### src/hdl/dqs_pkg.sv
// ---------------------------------------------------------------------------
// dqs_pkg: shared types and codes for the searchable deque
// Request and response transfer types, operation and status codes, defaults.
// ---------------------------------------------------------------------------
package dqs_pkg;

   localparam int DEPTH_DEFAULT = 64;
   localparam int DATA_W        = 32;
   localparam int POS_W         = 7;

   localparam logic [2:0] OP_PUSH_FRONT = 3'd0;
   localparam logic [2:0] OP_PUSH_BACK  = 3'd1;
   localparam logic [2:0] OP_POP_FRONT  = 3'd2;
   localparam logic [2:0] OP_POP_BACK   = 3'd3;
   localparam logic [2:0] OP_SEARCH     = 3'd4;

   localparam logic [1:0] ST_OK        = 2'd0;
   localparam logic [1:0] ST_EMPTY     = 2'd1;
   localparam logic [1:0] ST_FULL      = 2'd2;
   localparam logic [1:0] ST_NOT_FOUND = 2'd3;

   typedef struct packed {
      logic [2:0]               operation;
      logic signed [DATA_W-1:0] value;
   } req_type;

   typedef struct packed {
      logic [1:0]               status;
      logic signed [DATA_W-1:0] removed_value;
      logic [POS_W-1:0]         position;
   } rsp_type;

endpackage

### src/hdl/dqs_ram.sv
// ---------------------------------------------------------------------------
// dqs_ram: ring storage
// One write port, one read port with registered read data.
// ---------------------------------------------------------------------------
module dqs_ram #(
   parameter int DEPTH = dqs_pkg::DEPTH_DEFAULT,
   parameter int AW    = $clog2(DEPTH)
) (
   input  logic                      clock,
   input  logic                      wr_en,
   input  logic [AW-1:0]             wr_addr,
   input  logic [dqs_pkg::DATA_W-1:0] wr_data,
   input  logic [AW-1:0]             rd_addr,
   output logic [dqs_pkg::DATA_W-1:0] rd_data
);

   logic [dqs_pkg::DATA_W-1:0] mem [DEPTH];

   always_ff @(posedge clock) begin
      if (wr_en) begin
         mem[wr_addr] <= wr_data;
      end
      rd_data <= mem[rd_addr];
   end

endmodule

### src/hdl/dqs_ring.sv
// ---------------------------------------------------------------------------
// dqs_ring: shared ring index unit
// Adds or subtracts an offset to a ring index, wrapping modulo DEPTH.
// ---------------------------------------------------------------------------
module dqs_ring #(
   parameter int DEPTH = dqs_pkg::DEPTH_DEFAULT,
   parameter int AW    = $clog2(DEPTH),
   parameter int CW    = $clog2(DEPTH + 1)
) (
   input  logic [AW-1:0] base,
   input  logic [CW-1:0] offset,
   input  logic          dec,
   output logic [AW-1:0] idx
);

   logic [CW:0] addend;
   logic [CW:0] sum;
   logic [CW:0] wrapped;

   always_comb begin
      addend  = dec ? ((CW+1)'(DEPTH) - {1'b0, offset}) : {1'b0, offset};
      sum     = (CW+1)'(base) + addend;
      wrapped = (sum >= (CW+1)'(DEPTH)) ? (sum - (CW+1)'(DEPTH)) : sum;
      idx     = wrapped[AW-1:0];
   end

endmodule

### src/hdl/deque_with_search.sv
// ---------------------------------------------------------------------------
// deque_with_search: bounded double-ended queue with linear search
// Ring of DEPTH signed words; push/pop at either end, search from the front.
//
//  channel  ports                          transfer when
//  request  start, busy, req_data          start && !busy
//  response rsp_strobe, rsp_data           rsp_strobe (one cycle, no stall)
//
//  Push and unused codes: busy only in S_EXEC; the result is registered from it.
//  Pop: busy in S_EXEC, then S_POP for the registered memory read; S_EXEC only
//  when empty. Search: busy in S_EXEC, then in S_SCAN up to the match position,
//  or the occupancy when no match; one memory read and one compare per cycle.
//  Reset clears the front index and occupancy; the store is not cleared.
//  The receiver cannot stall; results are never held back.
// ---------------------------------------------------------------------------
module deque_with_search #(
   parameter int DEPTH = dqs_pkg::DEPTH_DEFAULT
) (
   input  logic             clock,
   input  logic             reset,
   input  logic             start,
   output logic             busy,
   input  dqs_pkg::req_type req_data,
   output logic             rsp_strobe,
   output dqs_pkg::rsp_type rsp_data
);

   localparam int AW = $clog2(DEPTH);
   localparam int CW = $clog2(DEPTH + 1);

   typedef enum logic [1:0] {
      S_IDLE,
      S_EXEC,
      S_POP,
      S_SCAN
   } state_type;

   state_type                  state_ff, state_in;
   logic [2:0]                 op_ff, op_in;
   logic [dqs_pkg::DATA_W-1:0] value_ff, value_in;
   logic [AW-1:0]              front_ff, front_in;
   logic [CW-1:0]              occ_ff, occ_in;
   logic [AW-1:0]              scan_addr_ff, scan_addr_in;
   logic [CW-1:0]              cnt_ff, cnt_in;
   dqs_pkg::rsp_type           rsp_ff, rsp_in;
   logic                       rsp_strobe_ff, rsp_strobe_in;

   logic                       wr_en;
   logic [AW-1:0]              wr_addr;
   logic [AW-1:0]              rd_addr;
   logic [dqs_pkg::DATA_W-1:0] rd_data;

   logic [AW-1:0]              ring_base;
   logic [CW-1:0]              ring_offset;
   logic                       ring_dec;
   logic [AW-1:0]              ring_idx;

   logic                       is_full;
   logic                       is_empty;
   logic [CW+7:0]              pos_ext;
   logic [CW-1:0]              cnt_next;

   dqs_ram #(.DEPTH(DEPTH), .AW(AW)) u_ram (
      .clock   (clock),
      .wr_en   (wr_en),
      .wr_addr (wr_addr),
      .wr_data (value_ff),
      .rd_addr (rd_addr),
      .rd_data (rd_data)
   );

   dqs_ring #(.DEPTH(DEPTH), .AW(AW), .CW(CW)) u_ring (
      .base   (ring_base),
      .offset (ring_offset),
      .dec    (ring_dec),
      .idx    (ring_idx)
   );

   assign is_full    = (occ_ff == CW'(DEPTH));
   assign is_empty   = (occ_ff == '0);
   assign cnt_next   = cnt_ff + CW'(1);
   assign pos_ext    = {8'd0, cnt_ff} + (CW+8)'(1);
   assign busy       = (state_ff != S_IDLE);
   assign rsp_strobe = rsp_strobe_ff;
   assign rsp_data   = rsp_ff;

   // shared ring unit operand select
   always_comb begin
      ring_base   = front_ff;
      ring_offset = occ_ff;
      ring_dec    = 1'b0;
      if (state_ff == S_SCAN) begin
         ring_base   = scan_addr_ff;
         ring_offset = CW'(1);
      end else begin
         case (op_ff)
            dqs_pkg::OP_PUSH_FRONT: begin
               ring_offset = CW'(1);
               ring_dec    = 1'b1;
            end
            dqs_pkg::OP_POP_BACK: begin
               ring_offset = occ_ff - CW'(1);
            end
            dqs_pkg::OP_SEARCH: begin
               ring_offset = CW'(1);
            end
            default: begin
               ring_offset = occ_ff;
            end
         endcase
      end
   end

   always_comb begin
      state_in      = state_ff;
      op_in         = op_ff;
      value_in      = value_ff;
      front_in      = front_ff;
      occ_in        = occ_ff;
      scan_addr_in  = scan_addr_ff;
      cnt_in        = cnt_ff;
      rsp_in        = rsp_ff;
      rsp_strobe_in = 1'b0;
      wr_en         = 1'b0;
      wr_addr       = ring_idx;
      rd_addr       = front_ff;

      case (state_ff)
         S_IDLE: begin
            if (start) begin
               op_in    = req_data.operation;
               value_in = req_data.value;
               state_in = S_EXEC;
            end
         end
         S_EXEC: begin
            rsp_in.status        = dqs_pkg::ST_OK;
            rsp_in.removed_value = '0;
            rsp_in.position      = '0;
            state_in             = S_IDLE;
            rsp_strobe_in        = 1'b1;
            case (op_ff)
               dqs_pkg::OP_PUSH_FRONT, dqs_pkg::OP_PUSH_BACK: begin
                  if (is_full) begin
                     rsp_in.status = dqs_pkg::ST_FULL;
                  end else begin
                     wr_en  = 1'b1;
                     occ_in = occ_ff + CW'(1);
                     if (op_ff == dqs_pkg::OP_PUSH_FRONT) begin
                        front_in = ring_idx;
                     end
                  end
               end
               dqs_pkg::OP_POP_FRONT, dqs_pkg::OP_POP_BACK: begin
                  if (is_empty) begin
                     rsp_in.status = dqs_pkg::ST_EMPTY;
                  end else begin
                     rsp_strobe_in = 1'b0;
                     state_in      = S_POP;
                     occ_in        = occ_ff - CW'(1);
                     if (op_ff == dqs_pkg::OP_POP_BACK) begin
                        rd_addr = ring_idx;
                     end else begin
                        rd_addr  = front_ff;
                        front_in = (front_ff == AW'(DEPTH - 1)) ? '0
                                                                 : front_ff + AW'(1);
                     end
                  end
               end
               dqs_pkg::OP_SEARCH: begin
                  if (is_empty) begin
                     rsp_in.status = dqs_pkg::ST_EMPTY;
                  end else begin
                     rsp_strobe_in = 1'b0;
                     state_in      = S_SCAN;
                     rd_addr       = front_ff;
                     scan_addr_in  = ring_idx;
                     cnt_in        = '0;
                  end
               end
               default: begin
               end
            endcase
         end
         S_POP: begin
            rsp_in.status        = dqs_pkg::ST_OK;
            rsp_in.removed_value = rd_data;
            rsp_in.position      = '0;
            rsp_strobe_in        = 1'b1;
            state_in             = S_IDLE;
         end
         S_SCAN: begin
            rd_addr              = scan_addr_ff;
            scan_addr_in         = ring_idx;
            cnt_in               = cnt_next;
            rsp_in.removed_value = '0;
            rsp_in.position      = '0;
            if (rd_data == value_ff) begin
               rsp_in.status   = dqs_pkg::ST_OK;
               rsp_in.position = pos_ext[dqs_pkg::POS_W-1:0];
               rsp_strobe_in   = 1'b1;
               state_in        = S_IDLE;
            end else if (cnt_next == occ_ff) begin
               rsp_in.status = dqs_pkg::ST_NOT_FOUND;
               rsp_strobe_in = 1'b1;
               state_in      = S_IDLE;
            end
         end
         default: begin
            state_in = S_IDLE;
         end
      endcase
   end

   always_ff @(posedge clock) begin
      if (reset) begin
         state_ff      <= S_IDLE;
         front_ff      <= '0;
         occ_ff        <= '0;
         rsp_strobe_ff <= 1'b0;
      end else begin
         state_ff      <= state_in;
         front_ff      <= front_in;
         occ_ff        <= occ_in;
         rsp_strobe_ff <= rsp_strobe_in;
      end
      op_ff        <= op_in;
      value_ff     <= value_in;
      scan_addr_ff <= scan_addr_in;
      cnt_ff       <= cnt_in;
      rsp_ff       <= rsp_in;
   end

endmodule

### config.mk
export PLATFORM = sky130hd
export DESIGN_NAME = deque_with_search
export DESIGN_NICKNAME = d
export VERILOG_FILES = /design/src/hdl/dqs_pkg.sv /design/src/hdl/dqs_ram.sv /design/src/hdl/dqs_ring.sv /design/src/hdl/deque_with_search.sv
export SDC_FILE = /design/constraint.sdc
export NUM_CORES = 2
export LEC_CHECK = 0
export ABC_CLOCK_PERIOD_IN_PS = 5600
export BUFFER_PORTS_ARGS = -buffer_cell sky130_fd_sc_hd__buf_2
export CELL_PAD_IN_SITES_DETAIL_PLACEMENT = 0
export CELL_PAD_IN_SITES_GLOBAL_PLACEMENT = 1
export CORE_MARGIN = 5
export CORE_UTILIZATION = 36
export CTS_CLUSTER_SIZE = 14
export DETAILED_ROUTE_END_ITERATION = 6
export PLACE_DENSITY_LB_ADDON = 0.2
export SLEW_MARGIN = 40
export SYNTH_ARGS = -nofsm -noshare
export SYNTH_HDL_FRONTEND = slang
export SYNTH_HIERARCHICAL = 1
export SYNTH_SLANG_ARGS = --single-unit
### constraint.sdc
create_clock -name clock -period 5.6 [get_ports clock]
set_input_delay 1.12 -clock clock [delete_from_list [all_inputs] [get_ports clock]]
set_output_delay 1.12 -clock clock [all_outputs]
set_load 0.03 [all_outputs]
==> Yosys cells after proc, flatten, opt, wreduce, memory -nomap -nowiden <==
Memories as Yosys holds them, arrays and structs flattened. A register that Yosys moved wholly into a read port is not among the register bits.
Index checks and enable logic that the tools add are counted.
{ "classes": {"addsub": 8, "n_mul": 0, "n_div": 0, "n_lt_le_gt_ge": 1, "eq_ne": 19, "shift": 0, "muxes": 50, "bitwise": 0, "n_reduce_logical": 17} }
{ "op_table": {"columns": ["op", "n"], "rows": [
  ["case mux 41 bit (3 select lines)", 1],
  ["2-to-1 mux 6 bit", 12],
  ["2-to-1 mux 7 bit", 6],
  ["case mux 7 bit (2 select lines)", 3],
  ["case mux 6 bit (2 select lines)", 3],
  ["== test 32 bit", 1],
  ["adder 7 x 1 -> 7 bit, second input constant", 3],
  ["2-to-1 mux 2 bit", 8],
  ["inequality test 2 bit, second input constant", 7],
  ["2-to-1 mux 1 bit", 12],
  ["adder 6 x 8 -> 8 bit", 1],
  [">= comparator 8 x 7 -> 1 bit, second input constant", 1],
  ["2-to-1 mux 8 bit", 1],
  ["case mux 2 bit (2 select lines)", 2],
  ["case mux 2 bit (4 select lines)", 1],
  ["subtractor 7 x 7 -> 8 bit, first input constant", 1],
  ["== test 7 bit", 1],
  ["== test 7 bit, second input constant", 1],
  ["logical NOT 7 bit", 1],
  ["subtractor 7 x 1 -> 7 bit, second input constant", 1],
  ["adder 6 x 1 -> 6 bit, second input constant", 1],
  ["== test 3 x 2 -> 1 bit, second input constant", 2],
  ["== test 6 bit, second input constant", 1],
  ["AND reduction 2 bit", 3],
  ["other kinds (16)", 21]
]} }
{ "totals": {"reg_bits": 105, "latch_bits": 0, "ramBits": 2048, "romBits": 0, "input_bits": 38, "output_inout_bits": 43, "word_cells": 107, "memories": 1} }
{ "memory_table": {"columns": ["memory", "words", "width", "rd", "rd_ports_with_merged_regs", "wr", "line", "rtl"], "rows": [
  ["u_ram.mem", 64, 32, 1, 1, 1, "dqs_ram.sv:17", "logic [dqs_pkg::DATA_W-1:0] mem [DEPTH];"]
]} }

==> Longest topological paths before layout <==
{ "depth": {"depth_word": 13, "depth_mapped": 26, "ltp_nobuf": 23} }

==> By module <==
The synthesis kept the hierarchy.
{ "by_module_without_submodules": {"columns": ["module", "instances", "cells_per_inst", "area_each_um2"], "rows": [
  ["dqs_ram", 1, 3324, 78515.3],
  ["deque_with_search", 1, 434, 5046.1],
  ["dqs_ring", 1, 34, 286.5]
]} }

==> Least setup slack after synthesis <==
OpenSTA, ideal clock, no wires.
{ "synth_timing": {"kind": "flip-flop to flip-flop", "startpoint": "register op_ff[1]", "endpoint": "memory u_ram/mem[48][0] (netlist bit) (enable)", "setup_ns": 0.461, "arrival_time_ns": 5.522, "path_slack_ns": -0.383, "path_stages_with_launch": 13, "cell_sequence": "edfxtp_1 > clkbuf_1 > clkbuf_1 > nor4_1 > o21ai_0 > ha_1 > a211oi_1 > o21bai_1 > a21oi_1 > xnor2_1 > clkbuf_1 > nand4b_1 > nor3_1"} }
{ "synth_lines": {"columns": ["element", "line", "rtl"], "rows": [
  ["start, declared", "deque_with_search.sv:39", "logic [2:0] op_ff, op_in;"],
  ["start signal, assigned", "deque_with_search.sv:227", "op_ff <= op_in;"],
  ["logical NOT 3 bit (*)", "deque_with_search.sv:96", "case (op_ff)"],
  ["2-to-1 mux 1 bit (*)", "deque_with_search.sv:96", null],
  ["2-to-1 mux 1 bit (*)", "deque_with_search.sv:92", "if (state_ff == S_SCAN) begin"],
  ["net ring_dec", "deque_with_search.sv:55", "logic ring_dec;"],
  ["2-to-1 mux 8 bit (*)", "dqs_ring.sv:21", "addend = dec ? ((CW+1)'(DEPTH) - {1'b0, offset}) : {1'b0, offset};"],
  ["adder 6 x 8 -> 8 bit (*)", "dqs_ring.sv:22", "sum = (CW+1)'(base) + addend;"],
  [">= comparator 8 x 7 -> 1 bit or subtractor 6 x 1 -> 6 bit (tied branches)", "dqs_ring.sv:23", "wrapped = (sum >= (CW+1)'(DEPTH)) ? (sum - (CW+1)'(DEPTH)) : sum;"],
  ["2-to-1 mux 6 bit (*)", "dqs_ring.sv:23", null],
  ["net ring_idx[5]", "deque_with_search.sv:56", "logic [AW-1:0] ring_idx;"],
  ["end, declared", "dqs_ram.sv:17", null]
]} }
Mark *: on every way through the listed nets, which the timed path passes. The rest lies on a longest branch.

==> Worst setup path in the final report <==
{ "layout_timing": {"startpoint": "register occ_ff[1]", "endpoint": "register u_ram/rd_data[30] (netlist bit), read port of u_ram.mem"} }
{ "layout_between": {"elab_chain_len": 12} }
{ "layout_rtl": {"columns": ["element", "line", "rtl"], "rows": [
  ["start, declared", "deque_with_search.sv:42", "logic [CW-1:0] occ_ff, occ_in;"],
  ["start signal, assigned", "deque_with_search.sv:224", "occ_ff <= occ_in;"],
  ["subtractor 7 x 1 -> 7 bit", "deque_with_search.sv:102", "ring_offset = occ_ff - CW'(1);"],
  ["case mux 7 bit (2 select lines) (*)", "deque_with_search.sv:96", null],
  ["2-to-1 mux 7 bit (*)", "deque_with_search.sv:92", null],
  ["net ring_offset[1]", "deque_with_search.sv:54", "logic [CW-1:0] ring_offset;"],
  ["subtractor 7 x 7 -> 8 bit", "dqs_ring.sv:21", null],
  ["2-to-1 mux 8 bit (*)", "dqs_ring.sv:21", null],
  ["adder 6 x 8 -> 8 bit (*)", "dqs_ring.sv:22", null],
  [">= comparator 8 x 7 -> 1 bit or subtractor 6 x 1 -> 6 bit (tied branches)", "dqs_ring.sv:23", null],
  ["2-to-1 mux 6 bit (*)", "dqs_ring.sv:23", null],
  ["net ring_idx[5]", "deque_with_search.sv:56", null],
  ["2-to-1 mux 6 bit (*)", "deque_with_search.sv:161", "if (op_ff == dqs_pkg::OP_POP_BACK) begin"],
  ["2-to-1 mux 6 bit (*)", "deque_with_search.sv:155", "if (is_empty) begin"],
  ["2-to-1 mux 6 bit (*)", null, null],
  ["case mux 6 bit (2 select lines) (*)", "deque_with_search.sv:128", "case (state_ff)"],
  ["net rd_addr[5]", "deque_with_search.sv:50", "logic [AW-1:0] rd_addr;"],
  ["end, declared", "dqs_ram.sv:14", "output logic [dqs_pkg::DATA_W-1:0] rd_data"]
]} }
Marked as above.
A chain may end at the register's enable or synchronous reset.

==> results.md <==
Status:
- The flow ran to the end, and the final reports show no timing, DRC or antenna violations.

Clock network:
- The cts-stage hold buffer count is 0.
- The clock tree buffer depth is 3.
- The later pin in the worst-skew pair is clocked with a latency of 0.87 ns.
- Clock-pin slew was measured on the worst setup and hold paths at about 0.060 ns.
- The H-tree was split into 4 levels.
- The CTS tree is yes.
- The CTS buffer count is 225.
- CTS saw 2185 sinks.
- The tree is rooted in a sky130_fd_sc_hd__clkbuf_16.

Power and ir drop:
- The maximum resistive drop on vdd is roughly 0.34 mV.
- Power spread over the standard cell area amounts to ~340 nW/um2.
- Summing internal, switching and leakage power gives roughly 33 mW.
- The total leakage power is a little under 30 nW.

Critical path:
- Traced cell by cell, the critical path runs through inv_1 -> ha_1 -> nor2_1 -> a21oi_1 -> nor2_1 -> inv_1 -> ha_1 -> nand2_1 -> o21ai_0 -> ha_1 -> a211oi_1 -> o21bai_1 -> a21oi_1 -> xnor2_1 -> nand3_1 -> nand2_1 -> a22o_2 -> buf_4 -> or3b_2 -> o221ai_1 -> a21oi_1 -> a21oi_2 -> nor2_1.
- The data arrival at the endpoint of the critical path is 5.92 ns.
- The data required time at the worst endpoint is approximately 6.3 ns.
- The depth of the critical timing path with buffers and inverters included is 23.
- The endpoint class of the critical path is a flip-flop.
- The master of the slowest instance on the critical path is sky130_fd_sc_hd__or3b_2.
- The worst setup path is launched from a flip-flop.
- The top cell family by delay on the critical path is compound AO/OA/AOI/OAI gates.
- The highest cell delay on the worst timing path is between 0.5 and 0.6 ns.
- The maximum fanout along the worst path is 7.
- The length in cells of the worst reg-to-reg path is 23.
- The critical path class is flip-flop to flip-flop.
- The number of buffers and inverters on the critical path is 3.

Place:
- Routability-driven placement finished with a final weighted congestion of between 0.7 and 0.8.
- The count of port buffers added during placement is 80.
- The pre-CTS worst setup slack is -0.192 ns.
- After detailed placement, the total cell area comes to 90200 um2.
- The total half-perimeter wirelength after legalization and detailed placement is 138000 um.

Floorplanning:
- The floorplan row count is around 180.
- The overall die area is ~240000 um2.
- In this run the horizontal extent of the chip is 492 um.
- The placeable core region is around 230000 um2.
- The initial utilization of the core area, before any placement, comes to 0.361.
- The total I/O pin count is just over 80.
- The overall die height is 492 um.

Finish:
- Once layout is complete, the utilization of the core stands at 0.420.
- The final design instance area without fill is about 97000 um2.
- The final-layout fill cell count is around 20k.
- Relative to the synthesized area, the layout overhead comes to 16.2%.
- The final layout net count is 4181.
- In the final layout, the share of cells above drive strength 1 is 0.295.

Detailed routing:
- The via count of the routed design is between 40k and 50k.
- The count of nets left with antenna violations once routing finished came out at 0.
- Summed over all layers, the routed wires come to approximately 240000 um.
- After detailed routing, the average wire length per cell comes to 32.2 um.
- The number of vias per cell is roughly 5.5.
- The detailed router finished its first iteration with approximately 4.2k violations.
- The first-pass detailed-route iteration total is 5.
- The number of remaining DRC errors is 0.

Min path:
- Counting instances, the worst hold path has a depth of 1.
- The worst hold path belongs to the class primary input to flip-flop.

Global routing:
- Across every metal layer, demand over resource in global routing totals 0.194.
- The number of antenna violations at the first check in global routing came to 9.
- The number of global-route vias before repair is ~42k.
- Summed over all layers, the global routing overflow is 0.
- The first global-routing pass estimated approximately 330000 um of wire.
- The maximum number of pins on one net before global-route repair is 66.

Timing:
- The final setup violation count is 0.
- Setup repair after global routing left no endpoint under its margin.
- The slack of the critical path is 0.413 ns.
- The remaining max-slew budget at the tightest pin is 0.436.
- In the final timing run, aggregate negative setup slack is 0 ns.
- The slew at the pin closest to its max-slew limit is 0.846 ns.
- For the final database, setup skew stands at between 0.06 and 0.07 ns.
- The fmax is around 190 MHz.
- The hold violation total from the final report is 0.
- The time the worst path needs with I/O delays and setup is 5.19 ns.
- The final-report max-slew violation count was 0.
- The period utilization is 0.926.

Flow run:
- Across the run, the number of max-cap violations was 0.

Synthesis:
- Each instance of the synthesized netlist takes up on average roughly 22 um2.
- The net count of the mapped netlist is about 3.8k.
- After technology mapping, the gate count stands at between 3k and 4k.
- After synthesis the cells add up to ~84000 um2.
- The number of warnings printed during yosys synthesis is 6.
## placed cells by master, fill, tap and decap left out, types with 41 or more instances in the layout
| cell type | instances |
|---|---|
| sky130_fd_sc_hd__xor2_1 | 45 |
| sky130_fd_sc_hd__o22ai_1 | 94 |
| sky130_fd_sc_hd__clkinv_1 | 45 |
| sky130_fd_sc_hd__clkbuf_1 | 70 |
| sky130_fd_sc_hd__nand2_1 | 74 |
| sky130_fd_sc_hd__mux2i_1 | 97 |
| sky130_fd_sc_hd__dfxtp_1 | 48 |
| sky130_fd_sc_hd__buf_4 | 173 |
| sky130_fd_sc_hd__a21oi_1 | 71 |
| sky130_fd_sc_hd__buf_12 | 71 |
| sky130_fd_sc_hd__nor2_1 | 112 |
| sky130_fd_sc_hd__mux4_2 | 544 |
| sky130_fd_sc_hd__clkinv_2 | 41 |
| sky130_fd_sc_hd__clkbuf_16 | 229 |
| sky130_fd_sc_hd__buf_2 | 80 |
| sky130_fd_sc_hd__nor2_4 | 63 |
| sky130_fd_sc_hd__edfxtp_1 | 2137 |
## final cells by class
type,instances,area (um2),area share
Inverter,9,33.8,0.000347
Tap cell,3043,3810,0.0391
Sequential cell,2185,65100,0.669
Clock buffer,308,6120,0.0628
Multi-Input combinational cell,1384,18200,0.187
Timing Repair Buffer,326,3140,0.0323
Antenna cell,3,7.51,0.0000771
Clock inverter,108,917,0.00942
## per-stage QoR
step / hold slack [ns] / cells
2_1_floorplan: 0.527 / 3785
3_3_place_gp: 0.559 / 6938
3_5_place_dp: 0.554 / 6938
4_1_cts: 0.336 / 7356
5_1_grt: 0.372 / 7364
6_report: 0.424 / 7366
## final timing paths
| kind | start | end | slack (ns) |
|---|---|---|---|
| worst min register to register | u_ram/rd_data[4] | rsp_data[11] | 0.57 |
| worst min-delay path | req_data[30] | value_ff[30] | 0.42 |
| worst max-delay path | occ_ff[1] | u_ram/rd_data[30] | 0.41 |
| worst max register to register | occ_ff[1] | u_ram/rd_data[30] | 0.41 |
## flip-flops by register name (all words and copies together), names as in the netlist
register / cells
scan_addr_ff: 6
occ_ff: 7
front_ff: 6
u_ram/mem: 2048
rsp_data: 41
value_ff: 32
rsp_strobe: 1
state_ff: 2
u_ram/rd_data: 32
cnt_ff: 7
op_ff: 3
## report_power, final
part           leakage (nW)  internal [mW]  switching (mW)
Sequential             19.6           18.0          0.0808
Clock                  3.44           8.09            6.28
Combinational          6.27          0.277           0.711
Total                  29.4           26.4            7.07
## layer usage
layer	global-route usage	vias to the layer above	wire, um
met3	0.0283	263	12000
met2	0.326	1171	119000
li1	-	16600	-
met1	0.270	22200	102000
met5	0	-	0
met4	0.0450	0	5130
## repair_timing
| action | CTS | global route |
|---|---|---|
| endpoints found under the setup margin | 7 | 5 |
| pin swaps | 1 | 1 |
| buffers inserted | 2 | 7 |
| resized for setup | 3 | 6 |
Note: power is estimated with default switching activity, not from simulation.
